`config.mk`:
```
export PLATFORM = sky130hd
export DESIGN_NAME = text_to_punch_tape_frames_flat
export DESIGN_NICKNAME = d
export VERILOG_FILES = /design/src/hw/rtl/ttp_pkg.sv /design/src/hw/rtl/ttp_if.sv /design/src/hw/rtl/ttp_front.sv /design/src/hw/rtl/ttp_fifo.sv /design/src/hw/rtl/ttp_back.sv /design/src/hw/rtl/text_to_punch_tape_frames.sv /design/src/flat_wrapper.sv
export SDC_FILE = /design/constraint.sdc
export NUM_CORES = 1
export LEC_CHECK = 0
export ABC_AREA = 1
export BUFFER_PORTS_ARGS = -buffer_cell sky130_fd_sc_hd__buf_2
export CAP_MARGIN = 20
export CORE_MARGIN = 3
export CORE_UTILIZATION = 50
export DETAILED_ROUTE_END_ITERATION = 7
export PLACE_DENSITY = 0.68
export SYNTH_ARGS = -nofsm -noshare
export SYNTH_HDL_FRONTEND = slang
export SYNTH_SLANG_ARGS = --single-unit
```
`constraint.sdc`:
```
create_clock -name clk -period 2.85 [get_ports clk]
set_input_delay 0.285 -clock clk [delete_from_list [all_inputs] [get_ports clk]]
set_output_delay 0.285 -clock clk [all_outputs]
set_load 0.01 [all_outputs]
```
`src/hw/rtl/ttp_pkg.sv`:
```
`timescale 1ns / 1ps
// ----------------------------------------------------------------------------
// ttp_pkg: shared types, constants and code tables
// Action codes, queue command word, GOST code table and parity helper for the
// text to tape frame generator.
// ----------------------------------------------------------------------------
package ttp_pkg;

    // card geometry
    localparam int CARD_COLUMNS = 120;
    localparam int COL_W        = 7;

    // command queue between front and back
    localparam int QUEUE_DEPTH = 4;
    localparam int QUEUE_AW    = 2;

    // fixed frame values
    localparam logic [7:0] FRAME_BLANK  = 8'h00;
    localparam logic [7:0] FRAME_DECK   = 8'h80;
    localparam logic [6:0] GOST_UNKNOWN = 7'o17;
    localparam int         DECK_STRIDE  = 5;

    // input action codes
    typedef enum logic [1:0] {
        ACT_BYTE      = 2'd0,
        ACT_END       = 2'd1,
        ACT_MOTOR_OFF = 2'd2,
        ACT_MOTOR_ON  = 2'd3
    } action_t;

    // one queued job: a single run, or the whole end-of-deck pattern
    typedef struct packed {
        logic       deck;
        logic [7:0] frame;
        logic [6:0] rep;
    } cmd_t;

    // gost codes for code points 0x20..0x7f
    localparam logic [6:0] ASCII_GOST [0:95] = '{
        7'o17,  7'o133, 7'o134, 7'o34,  7'o127, 7'o126, 7'o121, 7'o33,
        7'o22,  7'o23,  7'o31,  7'o12,  7'o15,  7'o13,  7'o16,  7'o14,
        7'o00,  7'o01,  7'o02,  7'o03,  7'o04,  7'o05,  7'o06,  7'o07,
        7'o10,  7'o11,  7'o37,  7'o26,  7'o35,  7'o25,  7'o36,  7'o136,
        7'o21,  7'o40,  7'o42,  7'o61,  7'o77,  7'o45,  7'o100, 7'o101,
        7'o55,  7'o102, 7'o103, 7'o52,  7'o104, 7'o54,  7'o105, 7'o56,
        7'o60,  7'o106, 7'o107, 7'o110, 7'o62,  7'o111, 7'o112, 7'o113,
        7'o65,  7'o63,  7'o114, 7'o27,  7'o17,  7'o30,  7'o115, 7'o132,
        7'o32,  7'o40,  7'o42,  7'o61,  7'o77,  7'o45,  7'o100, 7'o101,
        7'o55,  7'o102, 7'o103, 7'o52,  7'o104, 7'o54,  7'o105, 7'o56,
        7'o60,  7'o106, 7'o107, 7'o110, 7'o62,  7'o111, 7'o112, 7'o113,
        7'o65,  7'o63,  7'o114, 7'o17,  7'o130, 7'o17,  7'o123, 7'o17
    };

    // code point to 7-bit gost code
    function automatic logic [6:0] to_gost(input logic [15:0] cp);
        logic [15:0] off;
        logic [4:0]  k;
        logic [6:0]  code;
        off  = cp - 16'h0410;
        k    = off[4:0];
        code = GOST_UNKNOWN;
        if (cp >= 16'h0020 && cp <= 16'h007F) begin
            code = ASCII_GOST[cp[6:0] - 7'h20];
        end else if (cp >= 16'h0410 && cp <= 16'h044F) begin
            // upper and lower cyrillic fold together
            if (k < 5'd26) begin
                code = 7'o40 + {2'b00, k};
            end else if (k == 5'd26) begin
                code = 7'o135;
            end else begin
                code = 7'o72 + {2'b00, k} - 7'd27;
            end
        end else begin
            case (cp)
                16'h000D: code = 7'o174;
                16'h00AC: code = 7'o123;
                16'h00B0: code = 7'o136;
                16'h00D7: code = 7'o24;
                16'h00F7: code = 7'o124;
                16'h2015: code = 7'o131;
                16'h2018: code = 7'o32;
                16'h2019: code = 7'o33;
                16'h2032: code = 7'o137;
                16'h203E: code = 7'o115;
                16'h212F: code = 7'o20;
                16'h2191: code = 7'o21;
                16'h2227: code = 7'o121;
                16'h2228: code = 7'o120;
                16'h2260: code = 7'o34;
                16'h2261: code = 7'o125;
                16'h2264: code = 7'o116;
                16'h2265: code = 7'o117;
                16'h2283: code = 7'o122;
                16'h25C7: code = 7'o127;
                16'h25CA: code = 7'o127;
                default:  code = GOST_UNKNOWN;
            endcase
        end
        return code;
    endfunction

    // odd parity in bit 7
    function automatic logic [7:0] with_parity(input logic [6:0] code);
        return {~(^code), code};
    endfunction

endpackage

```
`src/hw/rtl/ttp_if.sv`:
```
`timescale 1ns / 1ps
// ----------------------------------------------------------------------------
// ttp_in_if / ttp_out_if: valid/ready channels
// Source words (action, byte) and tape words (frame, repeat, last).
// ----------------------------------------------------------------------------
interface ttp_in_if;
    logic       valid;
    logic       ready;
    logic [1:0] action;
    logic [7:0] source_byte;

    modport source (output valid, output action, output source_byte, input ready);
    modport sink   (input valid, input action, input source_byte, output ready);
endinterface

interface ttp_out_if;
    logic       valid;
    logic       ready;
    logic [7:0] frame;
    logic [6:0] repeat_res;
    logic       last;

    modport source (output valid, output frame, output repeat_res, output last, input ready);
    modport sink   (input valid, input frame, input repeat_res, input last, output ready);
endinterface

```
`src/hw/rtl/ttp_front.sv`:
```
`timescale 1ns / 1ps
// ----------------------------------------------------------------------------
// ttp_front: reader front end
// Accepts source words, decodes utf-8, tracks reader mode and card column and
// queues run or end-of-deck commands for the back end.
// ----------------------------------------------------------------------------
module ttp_front
    import ttp_pkg::*;
(
    input  logic          clk,
    input  logic          rst_n,
    ttp_in_if.sink        text,
    input  logic          q_full,
    output logic          q_push,
    output cmd_t          q_cmd
);

    typedef enum logic [4:0] {
        MODE_IDLE = 5'b00001,
        MODE_RUN  = 5'b00010,
        MODE_CARD = 5'b00100,
        MODE_SKIP = 5'b01000,
        MODE_TAIL = 5'b10000
    } mode_t;

    mode_t            mode_reg, mode_next;
    logic [COL_W-1:0] column_reg, column_next;
    logic [7:0]       lead_byte_reg, lead_byte_next;
    logic [7:0]       second_byte_reg, second_byte_next;
    logic [1:0]       pending_reg, pending_next;

    logic             accept;
    logic             active;
    logic             cp_valid;
    logic [15:0]      cp;
    logic [COL_W:0]   col_inc;
    cmd_t             char_cmd;
    action_t          act;

    assign text.ready = !q_full;
    assign accept     = text.valid && !q_full;
    assign act        = action_t'(text.action);
    assign active     = (mode_reg == MODE_RUN) || (mode_reg == MODE_CARD)
                        || (mode_reg == MODE_SKIP);
    assign col_inc    = {1'b0, column_reg} + 1'b1;

    // utf-8 decode of the current byte against held bytes
    always_comb
    begin
        lead_byte_next   = lead_byte_reg;
        second_byte_next = second_byte_reg;
        pending_next     = pending_reg;
        cp_valid         = 1'b0;
        cp               = {8'h00, text.source_byte};
        case (pending_reg)
            2'd0:
            begin
                if (!text.source_byte[7]) begin
                    cp_valid = 1'b1;
                end else begin
                    lead_byte_next = text.source_byte;
                    pending_next   = 2'd1;
                end
            end
            2'd1:
            begin
                if (!lead_byte_reg[5]) begin
                    pending_next = 2'd0;
                    cp_valid     = 1'b1;
                    cp           = {5'b0, lead_byte_reg[4:0], text.source_byte[5:0]};
                end else begin
                    second_byte_next = text.source_byte;
                    pending_next     = 2'd2;
                end
            end
            default:
            begin
                pending_next = 2'd0;
                cp = {lead_byte_reg[3:0], second_byte_reg[5:0], text.source_byte[5:0]};
                // byte order mark is dropped
                cp_valid = !(lead_byte_reg == 8'hEF && second_byte_reg == 8'hBB
                             && text.source_byte == 8'hBF);
            end
        endcase
    end

    assign char_cmd = '{deck: 1'b0, frame: with_parity(to_gost(cp)), rep: 7'd1};

    // action and mode handling
    always_comb
    begin
        mode_t            m_next;
        logic [COL_W-1:0] c_next;
        logic             push;
        cmd_t             cmd;
        m_next = mode_reg;
        c_next = column_reg;
        push   = 1'b0;
        cmd    = '{deck: 1'b0, frame: FRAME_BLANK, rep: 7'd1};
        if (!active && mode_reg != MODE_TAIL) begin
            m_next = MODE_IDLE;
        end
        unique case (act)
            ACT_MOTOR_ON:
            begin
                m_next = MODE_RUN;
                c_next = '0;
                push   = 1'b1;
            end
            ACT_MOTOR_OFF:
            begin
                m_next = MODE_IDLE;
                c_next = '0;
            end
            ACT_END:
            begin
                if (active) begin
                    push   = 1'b1;
                    m_next = MODE_TAIL;
                    c_next = '0;
                end
            end
            ACT_BYTE:
            begin
                if (active) begin
                    if (cp_valid) begin
                        unique case (mode_reg)
                            MODE_RUN:
                            begin
                                if (cp == 16'h000C) begin
                                    m_next = MODE_CARD;
                                    c_next = '0;
                                end else if (cp != 16'h000A) begin
                                    push = 1'b1;
                                    cmd  = char_cmd;
                                end
                            end
                            MODE_CARD:
                            begin
                                if (cp == 16'h000A) begin
                                    // zero-fill rest of card
                                    if (column_reg < COL_W'(CARD_COLUMNS)) begin
                                        push = 1'b1;
                                        cmd  = '{deck: 1'b0, frame: FRAME_BLANK,
                                                 rep: COL_W'(CARD_COLUMNS) - column_reg};
                                    end
                                    c_next = '0;
                                end else if (cp == 16'h000C) begin
                                    push   = 1'b1;
                                    cmd    = '{deck: 1'b1, frame: FRAME_DECK, rep: 7'd1};
                                    m_next = MODE_RUN;
                                    c_next = '0;
                                end else begin
                                    push = 1'b1;
                                    cmd  = char_cmd;
                                    if (col_inc >= (COL_W + 1)'(CARD_COLUMNS)) begin
                                        m_next = MODE_SKIP;
                                        c_next = '0;
                                    end else begin
                                        c_next = col_inc[COL_W-1:0];
                                    end
                                end
                            end
                            default:
                            begin
                                // skipping an over-long line
                                if (cp == 16'h000A) begin
                                    m_next = MODE_CARD;
                                    c_next = '0;
                                end
                            end
                        endcase
                    end
                end
            end
            default:
            begin
                m_next = mode_reg;
            end
        endcase
        mode_next   = m_next;
        column_next = c_next;
        q_push      = accept && push;
        q_cmd       = cmd;
    end

    // state registers
    always_ff @(posedge clk or negedge rst_n)
    begin
        if (!rst_n) begin
            mode_reg        <= MODE_IDLE;
            column_reg      <= '0;
            lead_byte_reg   <= '0;
            second_byte_reg <= '0;
            pending_reg     <= '0;
        end else if (accept) begin
            mode_reg   <= mode_next;
            column_reg <= column_next;
            if (act == ACT_BYTE && active) begin
                lead_byte_reg   <= lead_byte_next;
                second_byte_reg <= second_byte_next;
                pending_reg     <= pending_next;
            end else if (act == ACT_END && active) begin
                pending_reg <= 2'd0;
            end
        end
    end

endmodule

```
`src/hw/rtl/ttp_fifo.sv`:
```
`timescale 1ns / 1ps
// ----------------------------------------------------------------------------
// ttp_fifo: command queue
// Small show-ahead queue of commands between reader front and punch back end.
// ----------------------------------------------------------------------------
module ttp_fifo
    import ttp_pkg::*;
(
    input  logic clk,
    input  logic rst_n,
    input  logic push,
    input  cmd_t push_cmd,
    input  logic pop,
    output cmd_t head_cmd,
    output logic full,
    output logic empty
);

    cmd_t                mem [QUEUE_DEPTH];
    logic [QUEUE_AW-1:0] wr_ptr_reg;
    logic [QUEUE_AW-1:0] rd_ptr_reg;
    logic [QUEUE_AW:0]   count_reg;

    assign full     = (count_reg == (QUEUE_AW + 1)'(QUEUE_DEPTH));
    assign empty    = (count_reg == '0);
    assign head_cmd = mem[rd_ptr_reg];

    // storage
    always_ff @(posedge clk)
    begin
        if (push) begin
            mem[wr_ptr_reg] <= push_cmd;
        end
    end

    // pointers and fill count
    always_ff @(posedge clk or negedge rst_n)
    begin
        if (!rst_n) begin
            wr_ptr_reg <= '0;
            rd_ptr_reg <= '0;
            count_reg  <= '0;
        end else begin
            if (push) begin
                wr_ptr_reg <= wr_ptr_reg + 1'b1;
            end
            if (pop) begin
                rd_ptr_reg <= rd_ptr_reg + 1'b1;
            end
            if (push && !pop) begin
                count_reg <= count_reg + 1'b1;
            end else if (pop && !push) begin
                count_reg <= count_reg - 1'b1;
            end
        end
    end

endmodule

```
`src/hw/rtl/ttp_back.sv`:
```
`timescale 1ns / 1ps
// ----------------------------------------------------------------------------
// ttp_back: punch back end
// Takes queued commands, expands the end-of-deck pattern into runs and holds
// each tape word in an output register.
// ----------------------------------------------------------------------------
module ttp_back
    import ttp_pkg::*;
(
    input  logic          clk,
    input  logic          rst_n,
    input  cmd_t          head_cmd,
    input  logic          q_empty,
    output logic          q_pop,
    ttp_out_if.source     tape
);

    logic             out_valid_reg;
    logic [7:0]       frame_reg;
    logic [6:0]       rep_reg;
    logic             last_reg;

    logic             deck_busy_reg;
    logic             zero_phase_reg;
    logic [COL_W-1:0] pos_reg;

    logic             slot_free;
    logic [COL_W-1:0] left;
    logic [COL_W-1:0] zrun;
    logic [COL_W:0]   pos_step;

    assign tape.valid      = out_valid_reg;
    assign tape.frame      = frame_reg;
    assign tape.repeat_res = rep_reg;
    assign tape.last       = last_reg;

    assign slot_free = !out_valid_reg || tape.ready;
    assign q_pop     = slot_free && !deck_busy_reg && !q_empty;

    // columns after the current deck mark
    assign left     = COL_W'(CARD_COLUMNS - 1) - pos_reg;
    assign zrun     = (left > COL_W'(DECK_STRIDE - 1)) ? COL_W'(DECK_STRIDE - 1) : left;
    assign pos_step = {1'b0, pos_reg} + (COL_W + 1)'(DECK_STRIDE);

    // output word register
    always_ff @(posedge clk)
    begin
        if (slot_free) begin
            if (deck_busy_reg) begin
                if (zero_phase_reg) begin
                    frame_reg <= FRAME_BLANK;
                    rep_reg   <= zrun;
                    last_reg  <= (pos_step >= (COL_W + 1)'(CARD_COLUMNS));
                end else begin
                    frame_reg <= FRAME_DECK;
                    rep_reg   <= 7'd1;
                    last_reg  <= (left == '0);
                end
            end else if (!q_empty) begin
                frame_reg <= head_cmd.frame;
                rep_reg   <= head_cmd.rep;
                last_reg  <= !head_cmd.deck;
            end
        end
    end

    // control: output valid and deck walk
    always_ff @(posedge clk or negedge rst_n)
    begin
        if (!rst_n) begin
            out_valid_reg  <= 1'b0;
            deck_busy_reg  <= 1'b0;
            zero_phase_reg <= 1'b0;
            pos_reg        <= '0;
        end else if (slot_free) begin
            if (deck_busy_reg) begin
                out_valid_reg <= 1'b1;
                if (zero_phase_reg) begin
                    if (pos_step >= (COL_W + 1)'(CARD_COLUMNS)) begin
                        deck_busy_reg <= 1'b0;
                    end else begin
                        pos_reg        <= pos_step[COL_W-1:0];
                        zero_phase_reg <= 1'b0;
                    end
                end else begin
                    if (left == '0) begin
                        deck_busy_reg <= 1'b0;
                    end else begin
                        zero_phase_reg <= 1'b1;
                    end
                end
            end else if (!q_empty) begin
                out_valid_reg <= 1'b1;
                if (head_cmd.deck) begin
                    deck_busy_reg  <= 1'b1;
                    zero_phase_reg <= 1'b1;
                    pos_reg        <= '0;
                end
            end else begin
                out_valid_reg <= 1'b0;
            end
        end
    end

endmodule

```
`src/hw/rtl/text_to_punch_tape_frames.sv`:
```
`timescale 1ns / 1ps
// a result word passes through the command queue and then the output register
// the front end takes one source word per cycle while the queue is not full
// an end-of-deck form feed is expanded at the back end into deck marks and blank
// runs; the four-entry command queue holds later commands meanwhile
// reset: rst_n is asynchronous, active low, and clears mode, column, utf-8
// state, the queue and the valid flag of the output register
// ----------------------------------------------------------------------------
// text_to_punch_tape_frames: utf-8 text to punched tape frame runs
// Reader front end feeds a command queue; the punch back end expands commands
// into frame/repeat words.
// ----------------------------------------------------------------------------
module text_to_punch_tape_frames
    import ttp_pkg::*;
(
    input  logic       clk,
    input  logic       rst_n,
    ttp_in_if.sink     text,
    ttp_out_if.source  tape
);

    logic q_push;
    logic q_pop;
    logic q_full;
    logic q_empty;
    cmd_t q_cmd;
    cmd_t head_cmd;

    // reader front end
    ttp_front u_front (
        .clk    (clk),
        .rst_n  (rst_n),
        .text   (text),
        .q_full (q_full),
        .q_push (q_push),
        .q_cmd  (q_cmd)
    );

    // command queue
    ttp_fifo u_fifo (
        .clk      (clk),
        .rst_n    (rst_n),
        .push     (q_push),
        .push_cmd (q_cmd),
        .pop      (q_pop),
        .head_cmd (head_cmd),
        .full     (q_full),
        .empty    (q_empty)
    );

    // punch back end
    ttp_back u_back (
        .clk      (clk),
        .rst_n    (rst_n),
        .head_cmd (head_cmd),
        .q_empty  (q_empty),
        .q_pop    (q_pop),
        .tape     (tape)
    );

`ifndef SYNTHESIS
    // no push into a full queue
    assert property (@(posedge clk) disable iff (!rst_n) q_push |-> !q_full)
        else $error("command pushed into full queue");

    // no pop from an empty queue
    assert property (@(posedge clk) disable iff (!rst_n) q_pop |-> !q_empty)
        else $error("command popped from empty queue");

    // every tape word punches between one and a full card of frames
    assert property (@(posedge clk) disable iff (!rst_n)
        tape.valid |-> (tape.repeat_res != 7'd0
                        && tape.repeat_res <= 7'(CARD_COLUMNS)))
        else $error("tape word repeat out of range");
`endif

endmodule

```
`src/flat_wrapper.sv`:
```
// flat-port wrapper written by rule: the top's interface ports become plain ports
module text_to_punch_tape_frames_flat import ttp_pkg::*;
  (clk, rst_n, text_valid, text_action, text_source_byte, text_ready, tape_valid, tape_frame, tape_repeat_res, tape_last, tape_ready);
  ttp_in_if text_i ();
  ttp_out_if tape_i ();
  input  logic clk;
  input  logic rst_n;
  input wire logic [$bits(text_i.valid)-1:0] text_valid;
  input wire logic [$bits(text_i.action)-1:0] text_action;
  input wire logic [$bits(text_i.source_byte)-1:0] text_source_byte;
  output wire logic [$bits(text_i.ready)-1:0] text_ready;
  output wire logic [$bits(tape_i.valid)-1:0] tape_valid;
  output wire logic [$bits(tape_i.frame)-1:0] tape_frame;
  output wire logic [$bits(tape_i.repeat_res)-1:0] tape_repeat_res;
  output wire logic [$bits(tape_i.last)-1:0] tape_last;
  input wire logic [$bits(tape_i.ready)-1:0] tape_ready;
  assign text_i.valid = text_valid;
  assign text_i.action = text_action;
  assign text_i.source_byte = text_source_byte;
  assign text_ready = text_i.ready;
  assign tape_valid = tape_i.valid;
  assign tape_frame = tape_i.frame;
  assign tape_repeat_res = tape_i.repeat_res;
  assign tape_last = tape_i.last;
  assign tape_i.ready = tape_ready;
  text_to_punch_tape_frames u_core (.clk(clk), .rst_n(rst_n), .text(text_i), .tape(tape_i));
endmodule
```
* After elaboration in Yosys (flattened, before gate mapping)
Memories as Yosys holds them, arrays and structs flattened.
Index checks and enable logic that the tools add are counted.
** Storage, ports and cells
- Flip-flop bits (word level) :: 63
- Bits in latches :: 0
- Memory bits (writable) :: 64
- ROM bits :: 896
- Bits of input ports :: 14
- Output and inout bits :: 18
- Logic and storage cells :: 218
- Memories :: 2
** Cells by class
- Add/sub/neg operators :: 13
- Multipliers :: 0
- Divide/modulo/power cells :: 0
- $lt $le $gt $ge :: 10
- Equality and inequality tests :: 46
- Shift-type cells :: 0
- Multiplexer cells :: 88
- Bitwise gates (word level) :: 2
- Reduce and logical (&&, ||, !) cells :: 42
** Memories
- (no name shown) :: depth 128, bits a word 7, read ports 1, clocked after Yosys merged registers in 0, write ports 0, line ttp_pkg.sv:63 : code = ASCII_GOST[cp[6:0] - 7'h20];
- u_core.u_fifo.mem :: depth 4, bits a word 16, read ports 1, clocked after Yosys merged registers in 0, write ports 1, line ttp_fifo.sv:19 : cmd_t mem [QUEUE_DEPTH];
** Operator list (number)
- == test 16 x 14 -> 1 bit (second input constant) :: 16
- 2-to-1 mux 7 bit :: 24
- one-hot mux 7 bit (20 select lines) :: 1
- 2-to-1 mux 16 bit :: 5
- == test 16 x 8 -> 1 bit (second input constant) :: 4
- one-hot mux 16 bit (2 select lines) :: 2
- == test 16 x 4 -> 1 bit (second input constant) :: 3
- 2-to-1 mux 5 bit :: 9
- 2-to-1 mux 15 bit :: 2
- 2-to-1 mux 1 bit :: 27
- == test 8 bit (second input constant) :: 3
- 2-to-1 mux 8 bit :: 3
- one-hot mux 7 bit (3 select lines) :: 1
- one-hot mux 5 bit (4 select lines) :: 1
- greater-or-equal comparator 16 x 11 -> 1 bit (second input constant) :: 1
- greater-or-equal comparator 16 x 6 -> 1 bit (second input constant) :: 1
- greater-or-equal comparator 8 x 7 -> 1 bit (second input constant) :: 2
- <= comparator 16 x 11 -> 1 bit (second input constant) :: 1
- <= comparator 16 x 7 -> 1 bit (second input constant) :: 1
- != test 16 x 4 -> 1 bit (second input constant) :: 1
- adder 6 x 5 -> 7 bit (first input constant) :: 2
- one-hot mux 7 bit (2 select lines) :: 1
- subtractor 7 bit (first input constant) :: 2
- logical AND 1 bit :: 13
- 46 further kinds :: 75

* Logic depth before layout (Yosys ltp)
- Depth after elaboration :: 17
- Depth in mapped cells :: 25
- Depth with buffers taken out :: 24

* Modules after synthesis
A second synthesis with hierarchy kept.
** Unflattened totals
- Cells, all modules :: 1117
- Area total of the unflattened synthesis :: 8740.9 sq um
** Modules (own cells, without submodules)
- ttp_front :: times used 1, cells each 722, area each 4127.7 sq um
- ttp_fifo :: times used 1, cells each 234, area each 3209.3 sq um
- ttp_back :: times used 1, cells each 161, area each 1403.8 sq um

* Worst setup path before layout
OpenSTA, ideal clock, no wires.
- Path kind :: register to register
- Start point :: register u_core.u_front.pending_reg[0]
- End point :: register u_core.u_fifo.count_reg[1]
- Library setup time :: 0.125 ns
- Data arrival time :: 2.896 ns
- Path slack :: -0.171 ns
- Stages on the path, launching flop included :: 20
- Buffers on the path :: 0
- Clock period less this slack :: 3.021 ns
- Path through :: dfrtp_1 inv_2 nor2_4 nand2_1 nand2_2 nor2_2 nand2_2 nor2_4 nand3_1 inv_2 nor2_1 nor2_2 nor2_1 a311o_1 nand2_2 inv_2 ha_1 inv_1 fa_1 mux2_2
** Between the ends
- Word-level cells in the longest chain between the ends :: 13
** RTL lines
- from (decl) :: line ttp_front.sv:30 : logic [1:0] pending_reg, pending_next;
- from (signal assigned) :: line ttp_front.sv:202 : pending_reg <= pending_next;
- == test 2 x 1 -> 1 bit / zero test 2 bit (equally long branches) :: line ttp_front.sv:55 : case (pending_reg)
- one-hot mux 16 bit (2 select lines) :: line ttp_front.sv:55
- != test 16 x 4 -> 1 bit :: line ttp_front.sv:133 : end else if (cp != 16'h000A) begin
- 2-to-1 mux 1 bit :: line ttp_front.sv:133
- 2-to-1 mux 1 bit :: line ttp_front.sv:130 : if (cp == 16'h000C) begin
- one-hot mux 1 bit (2 select lines) :: line ttp_front.sv:127 : unique case (mode_reg)
- 2-to-1 mux 1 bit * :: line ttp_front.sv:126 : if (cp_valid) begin
- 2-to-1 mux 1 bit * :: line ttp_front.sv:125 : if (active) begin
- one-hot mux 1 bit (3 select lines) * :: line ttp_front.sv:103 : unique case (act)
- logical AND 1 bit * :: line ttp_front.sv:183 : q_push = accept && push;
- via u_core.q_push :: line text_to_punch_tape_frames.sv:22 : logic q_push;
- zero test 1 bit :: line ttp_fifo.sv:52 : end else if (pop && !push) begin
- logical AND 1 bit :: line ttp_fifo.sv:52
- nonzero test 2 bit (no source line)
- to (signal assigned) :: line ttp_fifo.sv:51 : count_reg <= count_reg + 1'b1;
- to (signal assigned) :: line ttp_fifo.sv:53 : count_reg <= count_reg - 1'b1;
- to (decl) :: line ttp_fifo.sv:22 : logic [QUEUE_AW:0] count_reg;
The timed path passes the listed nets; every way through them passes the cells marked *.
A chain may end at the register's enable or synchronous reset.

* Final worst setup path
- Start point :: register u_core.u_front.pending_reg[1]
- End point :: register u_core.u_fifo.count_reg[1]
The elaborated chain is that of the path after synthesis.

==> summary.txt <==
Place
  • Placed cell count: ~1400
  • Port Buf Inserts: 31
  • Pre-CTS WS: -162 ps
  • Routability congestion estimate: 0.989
  • HPWL after DPL: roughly 16000 um

Global routing
  • Met2 usage: 0.407
  • First-pass GRT wire length: 34700 um
  • GRT Util Overall: 0.241
  • Largest net degree at the start of global routing: 33
  • Antenna violations before repair: 0
  • M1 GR Usage: 0.312
  • GRT Max-Usage Layer: met2
  • Vias in the first global route: 7206
  • Congestion Overflow GR: 0
  • Met3 Use GR: 0.0332

Job
  • Max Cap Viol: 0

Finish
  • Most common cell after layout, fill and taps aside: nand2_1
  • Area occupied by multi-input gates: between 0.004 and 0.005 mm2
  • Area growth, synth to finish: 26.1%
  • Nets: about 1200
  • Post-route insts no fill: 1401
  • Register area: between 0.003 and 0.004 mm2
  • # fillers: 1342
  • Diodes inserted: 0
  • Final core utilization: 0.658
  • Commonest non-fill, non-tap cells in the layout: nand2_1, nor2_1, inv_1
  • Top reg by flops: u_core.u_fifo.mem
  • Max reg flops: 64
  • Layout cell share with drive strength beyond 1: 0.237

Clock tree
  • Total CTS buffers: 17
  • CTS tree: built
  • Clk buf depth: 2
  • Clock slew seen by the registers of the worst setup and hold paths: about 60 ps
  • Htree depth: 4
  • Root Driver: clkbuf_16
  • TritonCTS Sinks: around 130
  • Clk Latency, worst-skew pair: approximately 420 ps

Setup path
  • RR Endpoint: u_core.u_fifo.count_reg[1]$_DFFE_PN0P_
  • Setup crit start kind: flop
  • Crit-path max FO: 7
  • R2R Setup Slk: -40 ps
  • Cell count of the worst reg-to-reg path: 18
  • Worst path required time: approximately 3200 ps
  • Crit path DAT: between 3000 and 4000 ps
  • Crit path capture type: flop
  • RR Startpoint: u_core.u_front.pending_reg[1]$_DFFE_PN0P_
  • Crit Path Class: flop to flop

Synth
  • Synth Area in Simple Gates: 0.284
  • Yosys top cell area share: 0.296
  • Area leader, netlist: edfxtp_1
  • XOR/XNOR share of the synthesized area: 0.0184
  • Synth cell types: 59
  • Most common flop cell mapped by yosys: edfxtp_1
  • Avg Inst Size Synth: around 8 um2
  • Seq cells post-synth: ~130
  • Multiplexer area fraction after synthesis: 0.00278
  • Mapped cell area: 0.00811 mm2
  • Post-synth EDFFs: 80
  • Dominant cells by area after synthesis: edfxtp_1, dfrtp_1, nand2_1
  • Main combinational cell family by area after synthesis: simple AND/OR/NAND/NOR gates
  • Synth Area in Compound Gates: 0.143
  • Synth Warn #: 0
  • Synth Area in Adders: 0.0379
  • Synth async-reset ratio: 0.370
  • Mapped Nets: ~1100
  • Cells after synthesis: 1032
  • Sequential fraction of the synthesis area: 0.441

Route
  • Drt pass-1 iters: 5
  • DRT antenna net count: 0
  • Via count: approximately 7400
  • Vias per cell: roughly 5.3
  • Per-cell routed wire length: approximately 15 um
  • Iter 0 DRT Violations: 650
  • Drc violations: 0
  • DRT Wirelength: between 20000 and 25000 um

Floorplan
  • Die area: between 0.015 and 0.02 mm2
  • Core Region: between 0.015 and 0.02 mm2
  • Rows: between 40 and 50
  • Initial Util: 0.522
  • Die height: roughly 130 um
  • Die span in x: between 100 and 150 um
  • I/O Pins: 32

Timing
  • Period minus WS final: roughly 2900 ps
  • Fin. max-slew vios: 0
  • Worst Tran Pin Value: around 750 ps
  • Setup ws final: -44.9 ps
  • Setup-failing EPs final: 1
  • RSZ-0062 raised after global routing: true
  • Final cycle utilization of the critical path: 1.02
  • F_max: roughly 0.35 GHz
  • Final hold viol count: 0
  • Setup TNS: -44.9 ps
  • Max_slew headroom: 0.497
  • Fin Clk Skew: roughly 8.9 ps

Hold path
  • Hold Path Origin: text_action[0]
  • WHS Path Cells: 3
  • Min-Delay Path Class: primary input to flop
  • Worst Hold Endpoint: u_core.u_front.mode_reg[1]$_DFFE_PN0P_

Power
  • Power density over the cells: 770 mW/mm2
  • Maximum VDD drop: between 500 and 600 uV
  • Leakage: 4.63 nW

Status
  • Status: finished, violations left
  • Failing checks: setup timing
## metal layers
layer / wire [um] / vias to the layer above
met3: 902 / 58
met2: 10100 / 223
met4: 688 / 0
met5: 0 / -
li1: - / 3765
met1: 9090 / 3386
## final cells by class
type | instances | share of cell area
Clock buffer | 17 | 0.0416
Clock inverter | 15 | 0.0168
Inverter | 127 | 0.0468
Multi-Input combinational cell | 752 | 0.408
Sequential cell | 127 | 0.350
Tap cell | 211 | 0.0258
Timing Repair Buffer | 152 | 0.111
## how the worst max path moves through the flow
stage | start | endpoint | slack, ps
2_1_floorplan | u_core.u_front.pending_reg[1]$_DFFE_PN0P_ | u_core.u_fifo.count_reg[1]$_DFFE_PN0P_ | -90
3_3_place_gp | u_core.u_front.pending_reg[1]$_DFFE_PN0P_ | u_core.u_fifo.count_reg[2]$_DFFE_PN0P_ | -110
3_5_place_dp | u_core.u_front.pending_reg[1]$_DFFE_PN0P_ | u_core.u_fifo.count_reg[2]$_DFFE_PN0P_ | -160
4_1_cts | u_core.u_front.pending_reg[1]$_DFFE_PN0P_ | u_core.u_fifo.count_reg[2]$_DFFE_PN0P_ | -8
5_1_grt | u_core.u_front.pending_reg[1]$_DFFE_PN0P_ | u_core.u_fifo.mem[1][14]$_DFFE_PP_ | -210
6_report | u_core.u_front.pending_reg[1]$_DFFE_PN0P_ | u_core.u_fifo.count_reg[1]$_DFFE_PN0P_ | -40
## per-stage QoR
step | power (W) | cell area (um2) | hold WS, ps
after floorplan | 0.00448 | 8140 | -10.6
after global placement | 0.00549 | 9320 | 204
after detailed placement | 0.00554 | 9320 | 210
after CTS | 0.00780 | 10100 | 157
after global routing | 0.00841 | 10200 | 187
final | 0.00788 | 10200 | 171
## critical path: stages, from the launching register on
cell and delay, ps:
dfrtp_2 490, inv_2 90, nand2_4 130, o21ai_4 80
nor2_4 110, nand2_2 70, nor2_4 100, nand3_2 100
inv_2 100, nor2_4 40, nor2_4 110, nor2_2 50
a311o_1 270, nand2_2 80, inv_2 50, ha_4 150
inv_4 50, fa_2 410, mux2_4 280
## kinds of logic after synthesis
family | count (synthesis)
simple gates | 513
compound gates | 196
buf+inv | 153
flops | 127
fa+ha+maj | 24
xor+xnor | 17
mux | 2
## timing repair
| item | in CTS | in global routing |
|---|---|---|
| gates resized for setup | 28 | 29 |
| setup buffers | 7 | 3 |
| hold buffers | 1 | 0 |
| endpoints found under the setup margin | 6 | 6 |
| pin swaps | 16 | 13 |
| endpoints found under the hold margin | 13 | 0 |
| gates cloned | 0 | 0 |
## Yosys cell counts, drive strengths merged, types with 2 or more instances
cell / instances
nand2: 234
buf: 8
mux2: 2
edfxtp: 80
nor3: 21
xnor2: 2
a221oi: 3
a21oi: 51
a31o: 2
nand3: 65
o32ai: 2
o22ai: 14
o21ai: 86
nand4: 10
a31oi: 4
o31ai: 5
o211ai: 15
clkinv: 2
nor4: 7
nor2: 167
o311ai: 2
nand3b: 5
clkbuf: 18
xor2: 15
a221o: 2
dfrtp: 46
a32o: 2
ha: 23
or2: 2
inv: 125
## power by group
| part | total, W | switching, W | internal (W) |
|---|---|---|---|
| Combinational | 0.00317 | 0.00194 | 0.00124 |
| Sequential | 0.00255 | 0.000201 | 0.00235 |
| Clock | 0.00216 | 0.000909 | 0.00125 |
No activity file was read; power rests on OpenSTA's default activity.
